==> config.mk <==
export PLATFORM = sky130hd
export DESIGN_NAME = oarb_front_flat
export DESIGN_NICKNAME = d
export VERILOG_FILES = /design/src/rtl/core/oarb_pkg.sv /design/src/rtl/core/oarb_channels.sv /design/src/rtl/core/oarb_front.sv /design/src/flat_wrapper.sv
export SDC_FILE = /design/constraint.sdc
export NUM_CORES = 1
export LEC_CHECK = 0
export BUFFER_PORTS_ARGS = -buffer_cell sky130_fd_sc_hd__buf_2
export CELL_PAD_IN_SITES_DETAIL_PLACEMENT = 1
export CELL_PAD_IN_SITES_GLOBAL_PLACEMENT = 2
export CORE_MARGIN = 10
export CORE_UTILIZATION = 28
export CTS_CLUSTER_DIAMETER = 120
export DETAILED_ROUTE_END_ITERATION = 10
export PLACE_DENSITY_LB_ADDON = 0.25
export SETUP_SLACK_MARGIN = 0.05
export SLEW_MARGIN = 0
export SYNTH_ARGS = -nofsm -noshare
export SYNTH_HDL_FRONTEND = slang
export SYNTH_SLANG_ARGS = --single-unit
==> constraint.sdc <==
create_clock -name clock -period 8.8 [get_ports clock]
set_input_delay 0 -clock clock [delete_from_list [all_inputs] [get_ports clock]]
set_output_delay 0 -clock clock [all_outputs]
set_load 0.03 [all_outputs]
==> src/rtl/core/oarb_pkg.sv <==
// Shared types, constants and a helper function of the overlap-add ring buffer.
`timescale 1ns / 1ps
`default_nettype none

package oarb_pkg;

   localparam int CMD_W       = 2;
   localparam int OFFSET_W    = 12;
   localparam int SAMPLE_W    = 24;
   localparam int AMOUNT_W    = 13;
   localparam int COUNT_W     = 13;
   localparam int PTR_W       = 12;
   localparam int SIZE_LOG2_W = 4;

   localparam int                     SIZE_LOG2_HI    = 12;
   localparam logic [SIZE_LOG2_W-1:0] SIZE_LOG2_LO    = 4'd1;
   localparam logic [SIZE_LOG2_W-1:0] SIZE_LOG2_RESET = 4'd12;

   localparam int CSR_ADDR_W = 3;
   localparam int CSR_DATA_W = 32;
   localparam int CSR_IDX_W  = CSR_ADDR_W - 2;

   localparam logic [CSR_IDX_W-1:0] REG_SIZE_LOG2 = 1'b0;

   localparam int QUEUE_DEPTH = 2;
   localparam int QPTR_W      = $clog2(QUEUE_DEPTH);
   localparam int QCNT_W      = $clog2(QUEUE_DEPTH + 1);

   typedef enum logic [CMD_W-1:0] {
      CMD_MIX     = 2'd0,
      CMD_PASTE   = 2'd1,
      CMD_READ    = 2'd2,
      CMD_ADVANCE = 2'd3
   } cmd_type;

   // One memory operation handed from the front end to the back end.
   typedef struct packed {
      cmd_type                    cmd;
      logic [PTR_W-1:0]           addr;       // entry index, or first entry to zero
      logic signed [SAMPLE_W-1:0] sample;
      logic [COUNT_W-1:0]         count;      // entries to zero for an advance
      logic [COUNT_W-1:0]         remaining;
      logic                       has_data;
   } op_type;

   typedef struct packed {
      logic [PTR_W-1:0] mask;
      logic             clear_req;
   } cfg_type;

   typedef struct packed {
      logic clearing;
   } back_status_type;

   // Largest ring log2 that fits in the given storage depth.
   function automatic int ring_log2_max(input int depth);
      int lg;
      lg = 1;
      for (int i = 1; i <= SIZE_LOG2_HI; i++) begin
         if ((64'd1 << i) <= 64'(depth)) begin
            lg = i;
         end
      end
      return lg;
   endfunction

endpackage

`default_nettype wire

==> src/rtl/core/oarb_channels.sv <==
// Valid/ready channel interfaces for command words and result words.
`timescale 1ns / 1ps
`default_nettype none

interface oarb_req_if;
   import oarb_pkg::*;

   logic                       valid;
   logic                       ready;
   cmd_type                    cmd;
   logic [OFFSET_W-1:0]        offset;
   logic signed [SAMPLE_W-1:0] sample;
   logic [AMOUNT_W-1:0]        amount;

   modport source (output valid, cmd, offset, sample, amount, input ready);
   modport sink   (input valid, cmd, offset, sample, amount, output ready);
endinterface


`default_nettype wire

==> src/rtl/core/oarb_front.sv <==
// Front end: takes command words, keeps pointer, pending count and size register.
`timescale 1ns / 1ps
`default_nettype none

module oarb_front #(
   parameter int DEPTH = 4096
) (
   input  wire logic                                clock,
   input  wire logic                                reset,
   oarb_req_if.sink                                 req_ch,
   input  wire logic                                csr_psel,
   input  wire logic                                csr_penable,
   input  wire logic                                csr_pwrite,
   input  wire logic [oarb_pkg::CSR_ADDR_W-1:0]     csr_paddr,
   input  wire logic [oarb_pkg::CSR_DATA_W-1:0]     csr_pwdata,
   output      logic [oarb_pkg::CSR_DATA_W-1:0]     csr_prdata,
   output      logic                                csr_pready,
   output      oarb_pkg::op_type                    push_op,
   output      logic                                push_valid,
   input  wire logic                                push_ready,
   input  wire oarb_pkg::back_status_type           status,
   output      oarb_pkg::cfg_type                   cfg
);
   import oarb_pkg::*;

   localparam logic [SIZE_LOG2_W-1:0] LG_MAX = SIZE_LOG2_W'(ring_log2_max(DEPTH));

   logic [SIZE_LOG2_W-1:0] size_log2_ff, size_log2_in;
   logic [PTR_W-1:0]       ptr_ff, ptr_in;
   logic [COUNT_W-1:0]     pending_ff, pending_in;
   logic                   clear_req_ff, clear_req_in;

   logic [SIZE_LOG2_W-1:0] lg_eff;
   logic [PTR_W-1:0]       mask;
   logic [COUNT_W-1:0]     ring_size;
   logic [PTR_W-1:0]       off_m;
   logic [PTR_W-1:0]       idx;
   logic [COUNT_W-1:0]     off_inc;
   logic [COUNT_W-1:0]     zero_count;
   logic                   csr_hit;
   logic                   csr_wr;
   logic                   accept;

   always_comb begin
      if (size_log2_ff < SIZE_LOG2_LO) begin
         lg_eff = SIZE_LOG2_LO;
      end else if (size_log2_ff > LG_MAX) begin
         lg_eff = LG_MAX;
      end else begin
         lg_eff = size_log2_ff;
      end
   end

   assign mask      = PTR_W'((COUNT_W'(1) << lg_eff) - COUNT_W'(1));
   assign ring_size = {1'b0, mask} + COUNT_W'(1);

   assign csr_hit    = csr_paddr[CSR_ADDR_W-1:2] == REG_SIZE_LOG2;
   assign csr_wr     = csr_psel && csr_penable && csr_pwrite && csr_pready && csr_hit;
   assign csr_pready = 1'b1;
   assign csr_prdata = csr_hit ? CSR_DATA_W'(size_log2_ff) : '0;

   // No words are taken while the store is being swept clear.
   assign req_ch.ready = push_ready && !status.clearing && !clear_req_ff;
   assign accept       = req_ch.valid && req_ch.ready;
   assign push_valid   = accept;

   assign off_m      = req_ch.offset & mask;
   assign idx        = (ptr_ff + off_m) & mask;
   assign off_inc    = {1'b0, off_m} + COUNT_W'(1);
   assign zero_count = (req_ch.amount < ring_size) ? req_ch.amount : ring_size;

   always_comb begin
      ptr_in       = ptr_ff;
      pending_in   = pending_ff;
      size_log2_in = size_log2_ff;
      clear_req_in = 1'b0;
      if (accept) begin
         case (req_ch.cmd)
            CMD_MIX, CMD_PASTE: begin
               if (pending_ff < off_inc) begin
                  pending_in = off_inc;
               end
            end
            CMD_ADVANCE: begin
               ptr_in     = (ptr_ff + req_ch.amount[PTR_W-1:0]) & mask;
               pending_in = (pending_ff > req_ch.amount) ? pending_ff - req_ch.amount : '0;
            end
            default: begin
               pending_in = pending_ff;
            end
         endcase
      end
      if (csr_wr) begin
         size_log2_in = csr_pwdata[SIZE_LOG2_W-1:0];
         ptr_in       = '0;
         clear_req_in = 1'b1;
      end
   end

   always_comb begin
      push_op.cmd       = req_ch.cmd;
      push_op.addr      = (req_ch.cmd == CMD_ADVANCE) ? ptr_ff : idx;
      push_op.sample    = req_ch.sample;
      push_op.count     = zero_count;
      push_op.remaining = pending_in;
      push_op.has_data  = pending_in != '0;
   end

   assign cfg.mask      = mask;
   assign cfg.clear_req = clear_req_ff;

   always_ff @(posedge clock) begin
      if (reset) begin
         size_log2_ff <= SIZE_LOG2_RESET;
         ptr_ff       <= '0;
         pending_ff   <= '0;
         clear_req_ff <= 1'b0;
      end else begin
         size_log2_ff <= size_log2_in;
         ptr_ff       <= ptr_in;
         pending_ff   <= pending_in;
         clear_req_ff <= clear_req_in;
      end
   end

endmodule

`default_nettype wire

==> src/flat_wrapper.sv <==
// flat-port wrapper written by rule: the top's interface ports become plain ports
module oarb_front_flat import oarb_pkg::*;
#(
   parameter int DEPTH = 4096
)
  (clock, reset, csr_psel, csr_penable, csr_pwrite, csr_paddr, csr_pwdata, csr_prdata, csr_pready, push_op, push_valid, push_ready, status, cfg, req_ch_valid, req_ch_cmd, req_ch_offset, req_ch_sample, req_ch_amount, req_ch_ready);
  oarb_req_if req_ch_i ();
  input  wire logic clock;
  input  wire logic reset;
  input  wire logic csr_psel;
  input  wire logic csr_penable;
  input  wire logic csr_pwrite;
  input  wire logic [oarb_pkg::CSR_ADDR_W-1:0] csr_paddr;
  input  wire logic [oarb_pkg::CSR_DATA_W-1:0] csr_pwdata;
  output      logic [oarb_pkg::CSR_DATA_W-1:0] csr_prdata;
  output      logic csr_pready;
  output      oarb_pkg::op_type push_op;
  output      logic push_valid;
  input  wire logic push_ready;
  input  wire oarb_pkg::back_status_type status;
  output      oarb_pkg::cfg_type cfg;
  input wire logic [$bits(req_ch_i.valid)-1:0] req_ch_valid;
  input wire logic [$bits(req_ch_i.cmd)-1:0] req_ch_cmd;
  input wire logic [$bits(req_ch_i.offset)-1:0] req_ch_offset;
  input wire logic [$bits(req_ch_i.sample)-1:0] req_ch_sample;
  input wire logic [$bits(req_ch_i.amount)-1:0] req_ch_amount;
  output wire logic [$bits(req_ch_i.ready)-1:0] req_ch_ready;
  assign req_ch_i.valid = req_ch_valid;
  assign req_ch_i.cmd = req_ch_cmd;
  assign req_ch_i.offset = req_ch_offset;
  assign req_ch_i.sample = req_ch_sample;
  assign req_ch_i.amount = req_ch_amount;
  assign req_ch_ready = req_ch_i.ready;
  oarb_front #(.DEPTH(DEPTH)) u_core (.clock(clock), .reset(reset), .req_ch(req_ch_i), .csr_psel(csr_psel), .csr_penable(csr_penable), .csr_pwrite(csr_pwrite), .csr_paddr(csr_paddr), .csr_pwdata(csr_pwdata), .csr_prdata(csr_prdata), .csr_pready(csr_pready), .push_op(push_op), .push_valid(push_valid), .push_ready(push_ready), .status(status), .cfg(cfg));
endmodule
==> impl_metrics.prom <==
# TYPE chip_impl_metric gauge
chip_impl_info{name="run_status",value="finished, final reports clean"} 1
chip_impl_metric{name="setup-violations-final",unit=""} 0
chip_impl_metric{name="antenna_found_initial",unit=""} 0
chip_impl_info{name="rsz0062_at_grt",value="no"} 1
chip_impl_metric{name="library_cells_used_by_synthesis",unit=""} 71
chip_impl_metric{name="dpl.cell_count",unit=""} 913
chip_impl_metric{name="worst-endpoint-required",unit="ns"} 8.80
chip_impl_metric{name="clock_transition_at_path_regs",unit="ns"} 0.05
chip_impl_metric{name="layout_worst_path_cycle_share",unit=""} 0.725
chip_impl_metric{name="seq_area_frac_synth",unit=""} 0.126
chip_impl_metric{name="min_delay_path_depth",unit=""} 0
chip_impl_metric{name="async_reset_ff_frac",unit=""} 0
chip_impl_metric{name="leakagePower",unit="nW"} 2.61
chip_impl_metric{name="worstPathArrival",unit="ns"} 6.38
chip_impl_metric{name="timing.fmax",unit="MHz"} 157
chip_impl_metric{name="total_wire_length_after_detailed_routing",unit="mm"} 18.1
chip_impl_metric{name="clock_latency",unit="ns"} 0.29
chip_impl_metric{name="finalInstanceArea",unit="um2"} 5320
chip_impl_metric{name="effective_utilization_at_floorplan",unit=""} 0.287
chip_impl_metric{name="synthesis.instances",unit=""} 641
chip_impl_metric{name="design.portCount",unit=""} 207
chip_impl_metric{name="port-buffer-count",unit=""} 98
chip_impl_metric{name="row_count",unit=""} 47
chip_impl_metric{name="global_route_total_overflow",unit=""} 0
chip_impl_metric{name="final_hold_viol_count",unit=""} 0
chip_impl_metric{name="fp.dieW",unit="um"} 150
chip_impl_metric{name="dr_total_vias",unit=""} 4760
chip_impl_info{name="startpoint_type",value="flop"} 1
chip_impl_metric{name="drtIter0Drc",unit=""} 218
chip_impl_metric{name="fp.coreArea",unit="um2"} 16600
chip_impl_metric{name="die_h",unit="um"} 150
chip_impl_metric{name="synth-warning-count",unit=""} 0
chip_impl_metric{name="drive_gt1_frac",unit=""} 0.181
chip_impl_metric{name="cts_resized",unit=""} 0
chip_impl_metric{name="slew_headroom",unit=""} 0.284
chip_impl_metric{name="cts.path.max_buffers",unit=""} 2
chip_impl_metric{name="ys_ff_latch",unit=""} 30
chip_impl_metric{name="post_synth_instance_area",unit="um2"} 4770
chip_impl_metric{name="cts_num_sinks",unit=""} 30
chip_impl_metric{name="worstMarginPinSlew",unit="ns"} 1.07
chip_impl_metric{name="power_switching",unit="uW"} 245
chip_impl_metric{name="ant_nets",unit=""} 0
chip_impl_metric{name="detailedRoute.firstPassIterationCount",unit=""} 4
chip_impl_info{name="commonest_register_cell_after_synthesis",value="sky130_fd_sc_hd__dfxtp_1"} 1
chip_impl_metric{name="cts_htree_levels",unit=""} 2
chip_impl_metric{name="layoutNonFillerInstCount",unit=""} 923
chip_impl_metric{name="power.share.clock",unit=""} 0.316
chip_impl_metric{name="n_antenna_cell",unit=""} 0
chip_impl_metric{name="syn2layout_area_growth",unit="%"} 11.5
chip_impl_metric{name="maximum_number_of_pins_on_one_net_before_global_route_repair",unit=""} 33
chip_impl_metric{name="grt_first_pass_wirelength",unit="mm"} 28.1
chip_impl_metric{name="crit_path_max_fanout",unit=""} 32
chip_impl_metric{name="syn_avg_cell_area",unit="um2"} 7.44
chip_impl_metric{name="numCtsBuffers",unit=""} 5
chip_impl_metric{name="intPower",unit="uW"} 329
chip_impl_metric{name="tns",unit="ns"} 0
chip_impl_metric{name="post_drt_via_cell_ratio",unit=""} 5.16
chip_impl_metric{name="synth_enable_flop_cells",unit=""} 0
chip_impl_metric{name="period_needed",unit="ns"} 6.38
chip_impl_info{name="clock_tree.root_cell",value="sky130_fd_sc_hd__clkbuf_16"} 1
chip_impl_metric{name="route.detailed.wl_per_inst",unit="um"} 19.6
chip_impl_metric{name="dp_hpwl",unit="mm"} 15.4
chip_impl_metric{name="ir_worst_vdd",unit="V"} 0.0000544
chip_impl_metric{name="final_stage_net_count",unit=""} 860
chip_impl_metric{name="drt_drc_violations_left",unit=""} 0
chip_impl_metric{name="drv_slew",unit=""} 0
chip_impl_info{name="worstHoldPathType",value="input pin to output port"} 1
chip_impl_metric{name="cts.repair_timing.setup_buffer_count",unit=""} 0
chip_impl_info{name="crit_path_end_kind",value="output port"} 1
chip_impl_metric{name="finalClockSkew",unit="ns"} 0.00636
chip_impl_metric{name="cts-hold-fix-buffers",unit=""} 2
chip_impl_info{name="critical_path_class",value="flop to output port"} 1
chip_impl_metric{name="max_cap_violations",unit=""} 0
chip_impl_info{name="tritoncts_clock_tree",value="done"} 1
chip_impl_metric{name="dieArea",unit="um2"} 22600
chip_impl_metric{name="p_comb_frac",unit=""} 0.435
chip_impl_metric{name="grt_usage",unit=""} 0.157
chip_impl_metric{name="postPlaceCellArea",unit="um2"} 5150
chip_impl_metric{name="grt_pass1_vias",unit=""} 5144
chip_impl_metric{name="pwr-share-seq",unit=""} 0.249
chip_impl_metric{name="timing.reg2reg.worst_path_depth",unit=""} 16
chip_impl_metric{name="gp_congestion",unit=""} 0.840
chip_impl_metric{name="power_density",unit="nW/um2"} 108
chip_impl_metric{name="power.switching_fraction",unit=""} 0.426
-- area by class of cell --
| class | count | area, um2 |
|---|---|---|
| Clock inverter | 1 | 5.00 |
| Clock buffer | 7 | 143 |
| Inverter | 38 | 143 |
| Multi-Input combinational cell | 524 | 3620 |
| Tap cell | 220 | 275 |
| Sequential cell | 30 | 601 |
| Fill cell | 2077 | 11300 |
| Timing Repair Buffer | 103 | 533 |
-- layer usage --
metal	routed length, um	GRT usage	vias to the layer above
met5	0	0	-
met4	222	0.0369	0
met1	7960	0.193	2327
li1	-	-	2313
met2	9150	0.278	93
met3	799	0.0279	27
-- registers in the layout (all words and copies together), names as in the netlist --
register and cells:
u_core.clear_req_ff 1, u_core.pending_ff 13, u_core.ptr_ff 12, u_core.size_log2_ff 4
-- path summary, 6_finish.rpt --
check / start / to / slack (ns)
max: u_core.size_log2_ff[3] / push_op[0] / 2.42
min: req_ch_sample[14] / push_op[41] / 0.00004
max reg2reg: u_core.size_log2_ff[3] / u_core.pending_ff[10] / 3.69
min reg2reg: u_core.ptr_ff[8] / u_core.ptr_ff[8] / 0.51
-- per-stage QoR --
| stage | setup slack (ns) | hold slack [ns] | utilization | power [mW] |
|---|---|---|---|---|
| after CTS | 2.33 | 0.000205 | 0.319 | 0.584 |
| after floorplan | 3.35 | 0.0721 | - | 0.353 |
| after detailed placement | 2.66 | 0.000205 | 0.309 | 0.396 |
| after global placement | 2.70 | 0.000205 | 0.309 | 0.391 |
| after global routing | 1.83 | 0.0000528 | 0.319 | 0.609 |
| final | 2.42 | 0.0000393 | 0.319 | 0.574 |
-- cell usage in the layout, fill, tap and decap left out, drive strengths merged, types with 5 or more instances in the layout --
cell type,count
o221ai,7
o21ai,25
nor2,61
buf,101
inv,36
a21o,14
a21oi,36
nor2b,24
ha,61
nor4,7
clkbuf,7
o211ai,5
or3,6
and2,6
nand2,50
o21a,6
a211oi,5
and3,5
mux2i,15
xnor2,25
dfxtp,30
nand4,6
o21bai,5
conb,31
nand3,24
nor3,22
nand2b,5
a22o,5
xor2,15
-- logic make-up (layout without fill, tap and decap cells) --
family | after synthesis | in the layout | share of synthesized area
multiplexers | 16 | 16 | 0.0346
AND/OR/NAND/NOR | 230 | 230 | 0.241
AO/OA/AOI/OAI | 143 | 143 | 0.210
other | 2 | 31 | 0.00157
flip-flops | 30 | 30 | 0.126
adder cells (fa/ha/maj) | 64 | 64 | 0.173
XOR/XNOR | 40 | 40 | 0.0750
buffers and inverters | 116 | 149 | 0.139
-- critical path, cell delays in order (launching register included) --
cell,delay [ns]
sky130_fd_sc_hd__dfxtp_1,0.29
sky130_fd_sc_hd__buf_4,0.23
sky130_fd_sc_hd__or3_1,0.41
sky130_fd_sc_hd__ha_1,0.49
sky130_fd_sc_hd__or3_1,0.44
sky130_fd_sc_hd__a21oi_1,0.28
sky130_fd_sc_hd__o21ai_2,0.15
sky130_fd_sc_hd__nor4_1,0.52
sky130_fd_sc_hd__nand3_1,0.30
sky130_fd_sc_hd__ha_1,0.33
sky130_fd_sc_hd__nor2_1,0.12
sky130_fd_sc_hd__o21ai_0,0.15
sky130_fd_sc_hd__nor2_1,0.15
sky130_fd_sc_hd__o2111ai_2,0.19
sky130_fd_sc_hd__and2_1,0.32
sky130_fd_sc_hd__a221o_1,0.42
sky130_fd_sc_hd__nor4_1,0.50
sky130_fd_sc_hd__nand4_1,0.16
sky130_fd_sc_hd__or4_1,0.42
sky130_fd_sc_hd__buf_2,0.19
-- synth_stat cells, types with 6 or more instances --
cell type                  number  share of area
sky130_fd_sc_hd__a21o_1        14          0.022
sky130_fd_sc_hd__a21oi_1       36          0.038
sky130_fd_sc_hd__and2_1         6         0.0079
sky130_fd_sc_hd__buf_4         57          0.090
sky130_fd_sc_hd__clkbuf_1      16          0.013
sky130_fd_sc_hd__dfxtp_1       30           0.13
sky130_fd_sc_hd__ha_1          61           0.16
sky130_fd_sc_hd__inv_1         35          0.028
sky130_fd_sc_hd__mux2i_1       14          0.029
sky130_fd_sc_hd__nand2_1       50          0.039
sky130_fd_sc_hd__nand3_1       23          0.024
sky130_fd_sc_hd__nand4_1        6         0.0079
sky130_fd_sc_hd__nor2_1        60          0.047
sky130_fd_sc_hd__nor2b_1       24          0.031
sky130_fd_sc_hd__nor3_1        22          0.023
sky130_fd_sc_hd__nor4_1         7         0.0092
sky130_fd_sc_hd__o21a_1         6         0.0094
sky130_fd_sc_hd__o21ai_0       22          0.023
sky130_fd_sc_hd__o221ai_1       6          0.011
sky130_fd_sc_hd__or3_1          6         0.0079
sky130_fd_sc_hd__xnor2_1       24          0.044
sky130_fd_sc_hd__xor2_1        15          0.028
-- power groups by stage --
stage	clock network, mW	logic [mW]	registers [mW]
floorplan	0	0.209	0.144
detailed placement	0	0.250	0.146
global route	0.191	0.275	0.143
CTS	0.189	0.252	0.143
global placement	0	0.246	0.146
finish	0.181	0.250	0.143
No activity file was read; power rests on OpenSTA's default activity.
