<file path="src/rtl/core/oarb_pkg.sv">
// Shared types, constants and a helper function of the overlap-add ring buffer.
`timescale 1ns / 1ps
`default_nettype none

package oarb_pkg;

   localparam int CMD_W       = 2;
   localparam int OFFSET_W    = 12;
   localparam int SAMPLE_W    = 24;
   localparam int AMOUNT_W    = 13;
   localparam int COUNT_W     = 13;
   localparam int PTR_W       = 12;
   localparam int SIZE_LOG2_W = 4;

   localparam int                     SIZE_LOG2_HI    = 12;
   localparam logic [SIZE_LOG2_W-1:0] SIZE_LOG2_LO    = 4'd1;
   localparam logic [SIZE_LOG2_W-1:0] SIZE_LOG2_RESET = 4'd12;

   localparam int CSR_ADDR_W = 3;
   localparam int CSR_DATA_W = 32;
   localparam int CSR_IDX_W  = CSR_ADDR_W - 2;

   localparam logic [CSR_IDX_W-1:0] REG_SIZE_LOG2 = 1'b0;

   localparam int QUEUE_DEPTH = 2;
   localparam int QPTR_W      = $clog2(QUEUE_DEPTH);
   localparam int QCNT_W      = $clog2(QUEUE_DEPTH + 1);

   typedef enum logic [CMD_W-1:0] {
      CMD_MIX     = 2'd0,
      CMD_PASTE   = 2'd1,
      CMD_READ    = 2'd2,
      CMD_ADVANCE = 2'd3
   } cmd_type;

   // One memory operation handed from the front end to the back end.
   typedef struct packed {
      cmd_type                    cmd;
      logic [PTR_W-1:0]           addr;       // entry index, or first entry to zero
      logic signed [SAMPLE_W-1:0] sample;
      logic [COUNT_W-1:0]         count;      // entries to zero for an advance
      logic [COUNT_W-1:0]         remaining;
      logic                       has_data;
   } op_type;

   typedef struct packed {
      logic [PTR_W-1:0] mask;
      logic             clear_req;
   } cfg_type;

   typedef struct packed {
      logic clearing;
   } back_status_type;

   // Largest ring log2 that fits in the given storage depth.
   function automatic int ring_log2_max(input int depth);
      int lg;
      lg = 1;
      for (int i = 1; i <= SIZE_LOG2_HI; i++) begin
         if ((64'd1 << i) <= 64'(depth)) begin
            lg = i;
         end
      end
      return lg;
   endfunction

endpackage

`default_nettype wire

</file>
<file path="src/rtl/core/oarb_queue.sv">
// Short operation queue between the front end and the back end.
`timescale 1ns / 1ps
`default_nettype none

module oarb_queue (
   input  wire logic            clock,
   input  wire logic            reset,
   input  wire oarb_pkg::op_type push_op,
   input  wire logic            push_valid,
   output      logic            push_ready,
   output      oarb_pkg::op_type pop_op,
   output      logic            pop_valid,
   input  wire logic            pop
);
   import oarb_pkg::*;

   op_type              entries_ff [QUEUE_DEPTH];
   logic [QPTR_W-1:0]   wr_ptr_ff, wr_ptr_in;
   logic [QPTR_W-1:0]   rd_ptr_ff, rd_ptr_in;
   logic [QCNT_W-1:0]   count_ff, count_in;
   logic                do_push, do_pop;

   assign push_ready = count_ff != QCNT_W'(QUEUE_DEPTH);
   assign pop_valid  = count_ff != '0;
   assign pop_op     = entries_ff[rd_ptr_ff];
   assign do_push    = push_valid && push_ready;
   assign do_pop     = pop && pop_valid;

   always_comb begin
      wr_ptr_in = wr_ptr_ff;
      rd_ptr_in = rd_ptr_ff;
      count_in  = count_ff;
      if (do_push) begin
         wr_ptr_in = (wr_ptr_ff == QPTR_W'(QUEUE_DEPTH - 1)) ? '0 : wr_ptr_ff + 1'b1;
      end
      if (do_pop) begin
         rd_ptr_in = (rd_ptr_ff == QPTR_W'(QUEUE_DEPTH - 1)) ? '0 : rd_ptr_ff + 1'b1;
      end
      case ({do_push, do_pop})
         2'b10:   count_in = count_ff + 1'b1;
         2'b01:   count_in = count_ff - 1'b1;
         default: count_in = count_ff;
      endcase
   end

   always_ff @(posedge clock) begin
      if (reset) begin
         wr_ptr_ff <= '0;
         rd_ptr_ff <= '0;
         count_ff  <= '0;
      end else begin
         wr_ptr_ff <= wr_ptr_in;
         rd_ptr_ff <= rd_ptr_in;
         count_ff  <= count_in;
      end
   end

   always_ff @(posedge clock) begin
      if (do_push) begin
         entries_ff[wr_ptr_ff] <= push_op;
      end
   end

endmodule

`default_nettype wire

</file>
<file path="config.mk">
export PLATFORM = sky130hd
export DESIGN_NAME = oarb_queue
export DESIGN_NICKNAME = d
export VERILOG_FILES = /design/src/rtl/core/oarb_pkg.sv /design/src/rtl/core/oarb_queue.sv
export SDC_FILE = /design/constraint.sdc
export NUM_CORES = 1
export LEC_CHECK = 0
export ABC_AREA = 0
export BUFFER_PORTS_ARGS = -buffer_cell sky130_fd_sc_hd__clkbuf_2
export CAP_MARGIN = 10
export CORE_MARGIN = 2
export CORE_UTILIZATION = 58
export CTS_BUF_LIST = sky130_fd_sc_hd__clkbuf_8
export DETAILED_ROUTE_END_ITERATION = 10
export GPL_ROUTABILITY_DRIVEN = 1
export PLACE_DENSITY = 0.87
export SLEW_MARGIN = 15
export SYNTH_ARGS = -nofsm -noshare
export SYNTH_HDL_FRONTEND = slang
export SYNTH_SLANG_ARGS = --single-unit
</file>
<file path="constraint.sdc">
create_clock -name clock -period 5.2 [get_ports clock]
set_input_delay 1.04 -clock clock [delete_from_list [all_inputs] [get_ports clock]]
set_output_delay 1.04 -clock clock [all_outputs]
set_load 0.05 [all_outputs]
</file>
==> results of run 1 <==
## worst max-delay path, delay by kind of cell (launching register included)
family | cells | cell delay [ns]
buffers and inverters | 2 | 0.73
flip-flops | 1 | 0.91
multiplexers | 1 | 0.39
## metal layers
metal	GRT usage (%)	vias up
met5	0	-
met4	8.10	0
met3	8.77	17
met2	33.9	106
met1	21.0	1247
li1	-	1201
## cell families after synthesis
group / Yosys count / share of synthesized area [%]
flops: 135 / 81.6
fa+ha+maj: 1 / 0.255
buf+inv: 8 / 1.05
mux: 65 / 14.9
compound gates: 5 / 0.663
simple gates: 9 / 0.969
xor+xnor: 3 / 0.536
## placed cells by master, fill, tap and decap left out
cell,count
nor2_1,3
or2_2,1
a21bo_2,1
a21oi_1,2
clkbuf_8,17
bufinv_16,3
mux2_2,65
edfxtp_1,130
o21ai_0,1
dfxtp_2,1
buf_4,3
xor2_1,1
dfxtp_1,4
clkbuf_2,135
clkinv_2,5
nand2_1,1
xnor2_1,2
o21a_1,1
nand3b_1,1
ha_1,1
clkinv_1,1
inv_2,1
or3_1,1
clkinvlp_4,3
nand2b_1,1
inv_1,1
clkinv_4,2
and3_2,1
## state kept, by name, summed over array words and instances (netlist names), named ones only
name / flops
entries_ff: 130
rd_ptr_ff: 1
wr_ptr_ff: 1
count_ff: 2
## power by group through the flow
| stage | sequential (µW) | clock [µW] | combinational [µW] |
|---|---|---|---|
| 5_1_grt | 1480 | 911 | 1350 |
| 3_3_place_gp | 1470 | 0 | 1270 |
| 3_5_place_dp | 1480 | 0 | 1290 |
| 6_report | 1460 | 841 | 1280 |
| 4_1_cts | 1460 | 857 | 1290 |
| 2_1_floorplan | 1430 | 0 | 1080 |
## path summary, 6_finish.rpt
check	from	end	slack (ns)	cells past startpoint
setup reg to reg	count_ff[0]	entries_ff[1][52]	2.94	3
setup / recovery	flip-flop	pop_op[17]	1.68	3
hold reg to reg	count_ff[1]	count_ff[1]	0.53	2
hold / removal	count_ff[1]	count_ff[1]	0.53	2
## cell type report
class                           instances  area share, %
Tap cell                              105           2.16
Inverter                                1         0.0617
Sequential cell                       135           65.8
Clock buffer                           17           3.84
Timing Repair Buffer                  138           11.5
Clock inverter                         15           2.67
Multi-Input combinational cell         83           14.0
## metrics by stage
step	hold slack (ns)	util [%]
final	0.532	74.1
after global routing	0.555	74.1
after CTS	0.533	74.1
after detailed placement	0.501	69.3
after global placement	0.494	69.3
after floorplan	0.474	-
## synthesized netlist by cell type
library cell  count  area, µm²
and3_1            1       6.26
xor2_1            1       8.76
a21oi_1           2       10.0
edfxtp_1        130       3900
inv_1             1       3.75
ha_1              1       12.5
mux2_2           65        732
or2_2             1       6.26
xnor2_1           2       17.5
o21ai_0           1       5.00
dfxtp_1           5        100
buf_2             2       10.0
a21bo_2           1       10.0
nand2b_1          1       6.26
or3_1             1       6.26
buf_4             5       37.5
nand3b_1          1       7.51
nand2_1           1       3.75
nor2_1            3       11.3
o21a_1            1       7.51
==> metrics, run 1 <==
status=completed; Residual DRC=0; CTS tree=done; initial antenna violation count=0; DRT iter0 DRCs=119; hold buffer count at cts=0; FILL cells=523; Clock Power Share=around a quarter; Mapped Area=4910 µm²; Max H-tree Level=4; Post-Place Worst Slack=2.10 ns; slowest stage cell, crit path=dfxtp_2; Total Power=about 3600 µW; DIE AREA=9210 µm²; crit path time final=3.52 ns; P_sw=1390 µW; area growth from synthesis to layout=24.1%; WL met2=~4.5 mm; fin area=6090 µm²; Gate power share=between 30% and 40%; post-route clock period utilization=between 60% and 70%; DIE HEIGHT=between 90 and 100 µm; final WL=8.48 mm; Fin. Hold Viols=0; final worst slack=1.68 ns; Setup TNS=0 ns; Via-to-Cell Ratio=5.20; Max Root-Sink Buffers=2; met1 WL=3.19 mm; Distinct cells, synth=20; Num CTS Buffers=17; DR pass1 iterations=4; Worst Path Arrival=2.48 ns; kind of critical path=reg2out; leakage=0.00232 µW; FF/Latch Area=4010 µm²; fin cells=~500; GRT Total Usage=19.6%; PwrDens=588 nW/µm²; Max-Cap Viols=0; CP Capture Type=primary output; syn nets=296; GRT overflow=0; kind of launch point of the worst setup path=flip-flop; #FFs+latches synth=135; DP Area=5690 µm²; routed len/inst=between 15 and 20 µm; final count of pins violating max slew=0; CORE AREA=8220 µm²; CTS sink cnt=about 140; first-pass GRT wire length=~13 mm; synthesized instance count=226; clock slew at reported path FFs=0.07 ns; slowest stage delay, CP=0.91 ns; routability cong.=a little over 0.7; Synth warnings=0; Met3 Wirelength=625 µm; fmax=0.284 GHz; max_slew headroom=about two fifths; Net Sw Frac=38.7%; worst slew pin tran=~0.89 ns; post-CTS setup buffer count=0; top layer reached by signal wires=met4; Skew-Pair Late Insertion Delay=approximately 0.42 ns; overall via count from detail_route=2571; largest net degree at the start of global routing=39; RSZ-0062 raised after global routing=false; Multi-input gate area=852 µm²; Final ANT Viol Nets=0; Port Buf Inserts=135; VDD IR max=between 0.3 and 0.4 mV; num rows=33; crit path cell chain=buf_4 -> mux2_2 -> clkbuf_2; # IOs=around 140; Critical Path Fanout Max=38; # setup viols final=0; placed insts=462; Req. time, crit path=4.16 ns; hpwl dp=5.65 mm; Hold Path Class=reg2reg; Seq/Total Area, Yosys=81.6%; Initial Util=59.7%; share of layout cells above drive strength 1=roughly 61%; # diodes=0; sequential share of power=40.7%; Avg Cell Area, Syn=approximately 22 µm²; number of global-route vias before repair=approximately 2700; Clock Tree Root=clkbuf_8; P_int=2190 µW; Horiz. Die Dim=between 90 and 100 µm; CTS resizes=0; layout net count=446; Setup Skew=0.0104 ns
No activity file was read; power rests on OpenSTA's default activity.
==> run 2, diff against run 1 <==
- CORE_UTILIZATION: 58 -> 49
- PLACE_DENSITY: 0.87 -> 0.79
- clock period: 5.2 -> 2.85 ns (I/O delays scaled with it)
==> metrics, run 2 (synthesized netlist as in run 1, its figures left out) <==
Skew-Pair Late Insertion Delay=around 0.42 ns; GRT Total Usage=16.3%; Clock Tree Root=clkbuf_8; most frequent cells in the layout=clkbuf_2, edfxtp_1, mux2_2; CTS sink cnt=between 100 and 150; hpwl dp=5.27 mm; worst slew pin tran=between 0.3 and 0.4 ns; worst path bufs/invs=2; PwrDens=1080 nW/µm²; Worst Path Arrival=1.74 ns; CTS tree=done; crit path time final=about 2.3 ns; GRT overflow=0; Horiz. Die Dim=104 µm; DR pass1 iterations=4; # IOs=136; Critical Path Fanout Max=65; final count of pins violating max slew=0; CORE AREA=about 9700 µm²; kind of launch point of the worst setup path=flip-flop; Largest regs=entries_ff (130), count_ff (2); kind of critical path=reg2out; Max H-tree Level=4; Num CTS Buffers=17; routed len/inst=15.9 µm; Max-Cap Viols=0; Via-to-Cell Ratio=4.89; layout net count=446; RSZ-0062 raised after global routing=false; max_slew headroom=74.8%; Max Root-Sink Buffers=2; FILL cells=746; Residual DRC=0; status=completed; DIE AREA=between 10000 and 15000 µm²; DRT iter0 DRCs=103; first-pass GRT wire length=13.3 mm; # diodes=0; Initial Util=50.4%; slowest stage cell, crit path=mux2_2; VDD IR max=0.671 mV; initial antenna violation count=0; Total Power=~6700 µW; share of layout cells above drive strength 1=59.9%; Fin. Hold Viols=0; num rows=36; final WL=8.31 mm; slowest stage delay, CP=0.41 ns; fmax=0.433 GHz; crit path cell chain=buf_12 -> mux2_2 -> clkbuf_2; DIE HEIGHT=between 100 and 150 µm; Top Family by Delay on Critical Path=buffers and inverters; clock slew at reported path FFs=about 0.07 ns; routability cong.=roughly 0.72; Setup Skew=around 0.011 ns; area growth from synthesis to layout=26.2%; Port Buf Inserts=135; largest reg by FF count=entries_ff; leakage=0.00237 µW; largest net degree at the start of global routing=66; # setup viols final=0; post-CTS setup buffer count=0; hold buffer count at cts=0; max reg flops=130; Req. time, crit path=2.28 ns; CP Capture Type=primary output; CTS resizes=0; post-route clock period utilization=between 80% and 90%; Final ANT Viol Nets=0; number of global-route vias before repair=2729; Setup TNS=0 ns; most common cell after layout, fill and taps aside=clkbuf_2; Hold Path Class=in2reg; flop2flop setup slack=1.19 ns; overall via count from detail_route=2551
-- run 2: cell types whose count changed in the layout (fill, tap and decap cells not counted) --
cell        change
clkinv_1        +1
clkinvlp_4      -3
inv_1           +4
clkinv_2        -3
clkinv_4        -1
buf_12          +3
bufinv_16       +2
buf_4           -3
-- run 2: cell type report --
cell class	instances	area, µm²	area share (%)
clock buffer	17	234	3.78
inverter	1	3.75	0.0606
sequential	135	4010	64.7
timing repair buffer	138	736	11.9
tap	133	166	2.69
clock inverter	15	195	3.15
multi-input combinational	83	852	13.8
-- run 2: worst reg2reg max path: cells and delay by family, from the launching register on --
family	cells	cell delay, ns
fa+ha+maj	1	0.34
flops	1	0.42
compound gates	1	0.13
simple gates	3	0.70
-- run 2: path summary, 6_finish.rpt --
kind	startpoint	end	depth (start not counted)
max	flip-flop	pop_op[13]	3
min	push_op[53]	entries_ff[0][53]	1
max reg2reg	count_ff[0]	count_ff[1]	5
min reg2reg	rd_ptr_ff	rd_ptr_ff	2
-- run 2: routing by layer --
metal  global-route usage, %  wire length (µm)
met1                    18.6              3440
met2                    27.2              4170
met3                    7.27               600
met4                    5.79                95
met5                       0                 0
-- run 2: per-stage QoR --
step | hold WS, ns | std cells | setup slack (ns) | cell area, µm² | utilization (%)
2_1_floorplan | 0.474 | 226 | 0.0862 | 4910 | -
3_3_place_gp | 0.493 | 490 | 0.972 | 5760 | 59.2
3_5_place_dp | 0.512 | 490 | 0.959 | 5760 | 59.2
4_1_cts | 0.297 | 522 | 0.489 | 6190 | 63.6
5_1_grt | 0.297 | 522 | 0.449 | 6190 | 63.6
6_report | 0.330 | 522 | 0.539 | 6190 | 63.6
-- run 2: power breakdown --
group          internal [µW]  total (µW)  leakage [µW]  switching, µW
logic                    674        2450      0.000877           1770
registers               2500        2580       0.00126           74.5
clock network           1020        1680      0.000235            660
total                   4200        6700       0.00237           2510
==> run 3, diff against run 2 <==
- ABC_AREA: 0 -> 1
- CORE_UTILIZATION: 49 -> 54
- PLACE_DENSITY: 0.79 -> 0.82
- clock period: 2.85 -> 2.2 ns (I/O delays scaled with it)
==> metrics, run 3 <==
# diodes=0; area growth from synthesis to layout=25.1%; CP Capture Type=primary output; #FFs+latches synth=~140; flop2flop setup slack=0.63 ns; Distinct cells, synth=13; crit path time final=2.13 ns; Hold Path Class=in2reg; Synth Area in Simple Gates=1.44%; GRT Total Usage=16.6%; CORE AREA=9240 µm²; max reg flops=130; most frequent cell after synthesis=edfxtp_1; worst slew pin tran=0.450 ns; Setup Skew=0.0134 ns; most common cell after layout, fill and taps aside=clkbuf_2; # IOs=136; DIE HEIGHT=between 100 and 150 µm; RR Endpoint=entries_ff[0][33]; overall via count from detail_route=2635; Max H-tree Level=4; CTS resizes=0; Critical Path Sink=pop_op[53]; Via-to-Cell Ratio=4.92; share of layout cells above drive strength 1=59.7%; Initial Util=55.6%; largest reg by FF count=entries_ff; Async S/R FF share, synth=0%; Mapped Area=5140 µm²; post-synthesis compound-gate area fraction=0.487%; largest net degree at the start of global routing=39; final count of pins violating max slew=0; num rows=35; ys flop type=edfxtp_1; first-pass GRT wire length=roughly 12 mm; slowest stage delay, CP=0.38 ns; most frequent cells in the layout=clkbuf_2, edfxtp_1, mux2_4; CTS sink cnt=135; RSZ-0062 raised after global routing=false; Critical Path Fanout Max=38; cell depth of the worst setup path=3; slowest stage cell, crit path=dfxtp_4; final WL=8.42 mm; fmax=roughly 0.47 GHz; largest family of logic cells by synthesized area=multiplexers; hold buffer count at cts=0; status=completed; Residual DRC=0; Avg Cell Area, Syn=21.4 µm²; cell accounting for the most synthesized area=edfxtp_1; GRT overflow=0; XOR/XNOR share of the synthesized area=0%; layout net count=464; hpwl dp=5.63 mm; routed len/inst=15.7 µm; max_slew headroom=around 70%; Worst R2R Start=count_ff[0]; crit path cell chain=buf_16 -> mux2_2 -> clkbuf_2; Post-synth top cells=edfxtp_1, mux2_4, mux2_2; Max-Cap Viols=0; routability cong.=0.727; Horiz. Die Dim=102 µm; kind of critical path=reg2out; post-CTS setup buffer count=0; syn nets=slightly above 300; clock slew at reported path FFs=0.08 ns; fin area=~6400 µm²; leakage=0.00257 µW; number of synthesized flops with an enable pin=130; synthesized instance count=240; Clock Tree Root=clkbuf_8; Req. time, crit path=1.76 ns; DP Area=6010 µm²; fin cells=536; Seq/Total Area, Yosys=77.9%; DRT iter0 DRCs=83; Fin. Hold Viols=0; number of global-route vias before repair=between 2000 and 3000; post-synthesis mux area share=17.9%; ranking of synthesized cells by area=edfxtp_1, mux2_4, mux2_2, dfxtp_1, buf_6; Synth warnings=0; Port Buf Inserts=135; area share of the largest cell type after synthesis=76.0%; Total Power=7530 µW; Top Family by Delay on Critical Path=buffers and inverters; Num CTS Buffers=17; PwrDens=1170 nW/µm²; Final Core Density=69.5%; kind of launch point of the worst setup path=flip-flop; post-route clock period utilization=96.7%; Worst Path Arrival=1.69 ns; worst path bufs/invs=2; Max Root-Sink Buffers=2; Synth Area in Adders=0.244%; DR pass1 iterations=4; Final ANT Viol Nets=0; initial antenna violation count=1; Setup TNS=0 ns; CTS tree=done; worst-case reg-to-reg path depth=5; DIE AREA=~10000 µm²; Largest regs=entries_ff (130), count_ff (2); Skew-Pair Late Insertion Delay=0.43 ns; # setup viols final=0; VDD IR max=roughly 0.6 mV; placed insts=504
-- run 3: per-layer routing --
metal  share of wire [%]  track usage, %
met1                  40            18.4
met5                0.15               0
met2                  50            27.4
met3                 8.1            8.83
met4                 1.1            5.93
-- run 3: cell type report --
class / instances / area [µm²]
inverters: 8 / 30.0
multi-input cells: 90 / 1060
fillers: 629 / 2810
repair buffers: 142 / 761
flip-flops and latches: 135 / 4010
clock inverters: 15 / 176
well taps: 129 / 161
clock buffers: 17 / 234
-- run 3: worst min-delay path by stage --
stage	start	to	slack [ns]	depth (start not counted)
after floorplan	rd_ptr_ff	flip-flop	0.46	2
after global placement	rd_ptr_ff	rd_ptr_ff	0.48	2
after detailed placement	rd_ptr_ff	flip-flop	0.49	2
after CTS	push_op[24]	entries_ff[0][24]	0.17	1
after global routing	push_op[24]	entries_ff[0][24]	0.16	1
final	push_op[24]	entries_ff[1][24]	0.20	1
-- run 3: cell families (layout without fill, tap and decap cells) --
kind of cell             count (synthesis)  in the layout
AO/OA/AOI/OAI                            5              5
multiplexers                            65             65
adder cells (fa/ha/maj)                  1              1
flip-flops                             135            135
AND/OR/NAND/NOR                         19             19
buffers and inverters                   15            182
-- run 3: report_power, final --
group	switching (µW)	leakage (µW)	total, µW	internal (µW)
combinational	1540	0.00111	2240	700
sequential	81.9	0.00126	3220	3140
clock	947	0.000196	2070	1120
-- run 3: worst reg2reg max path: stages (launching register included) --
cell and delay, ns:
dfxtp_1 0.37, inv_1 0.12, nand2_4 0.09, nand2_2 0.10, nor2_4 0.14, buf_4 0.40
-- run 3: metrics by stage --
step	hold slack [ns]	worst slack, ns
6_report	0.196	0.0717
5_1_grt	0.158	0.00367
4_1_cts	0.168	0.0300
3_5_place_dp	0.491	0.501
3_3_place_gp	0.480	0.531
2_1_floorplan	0.465	0.0670
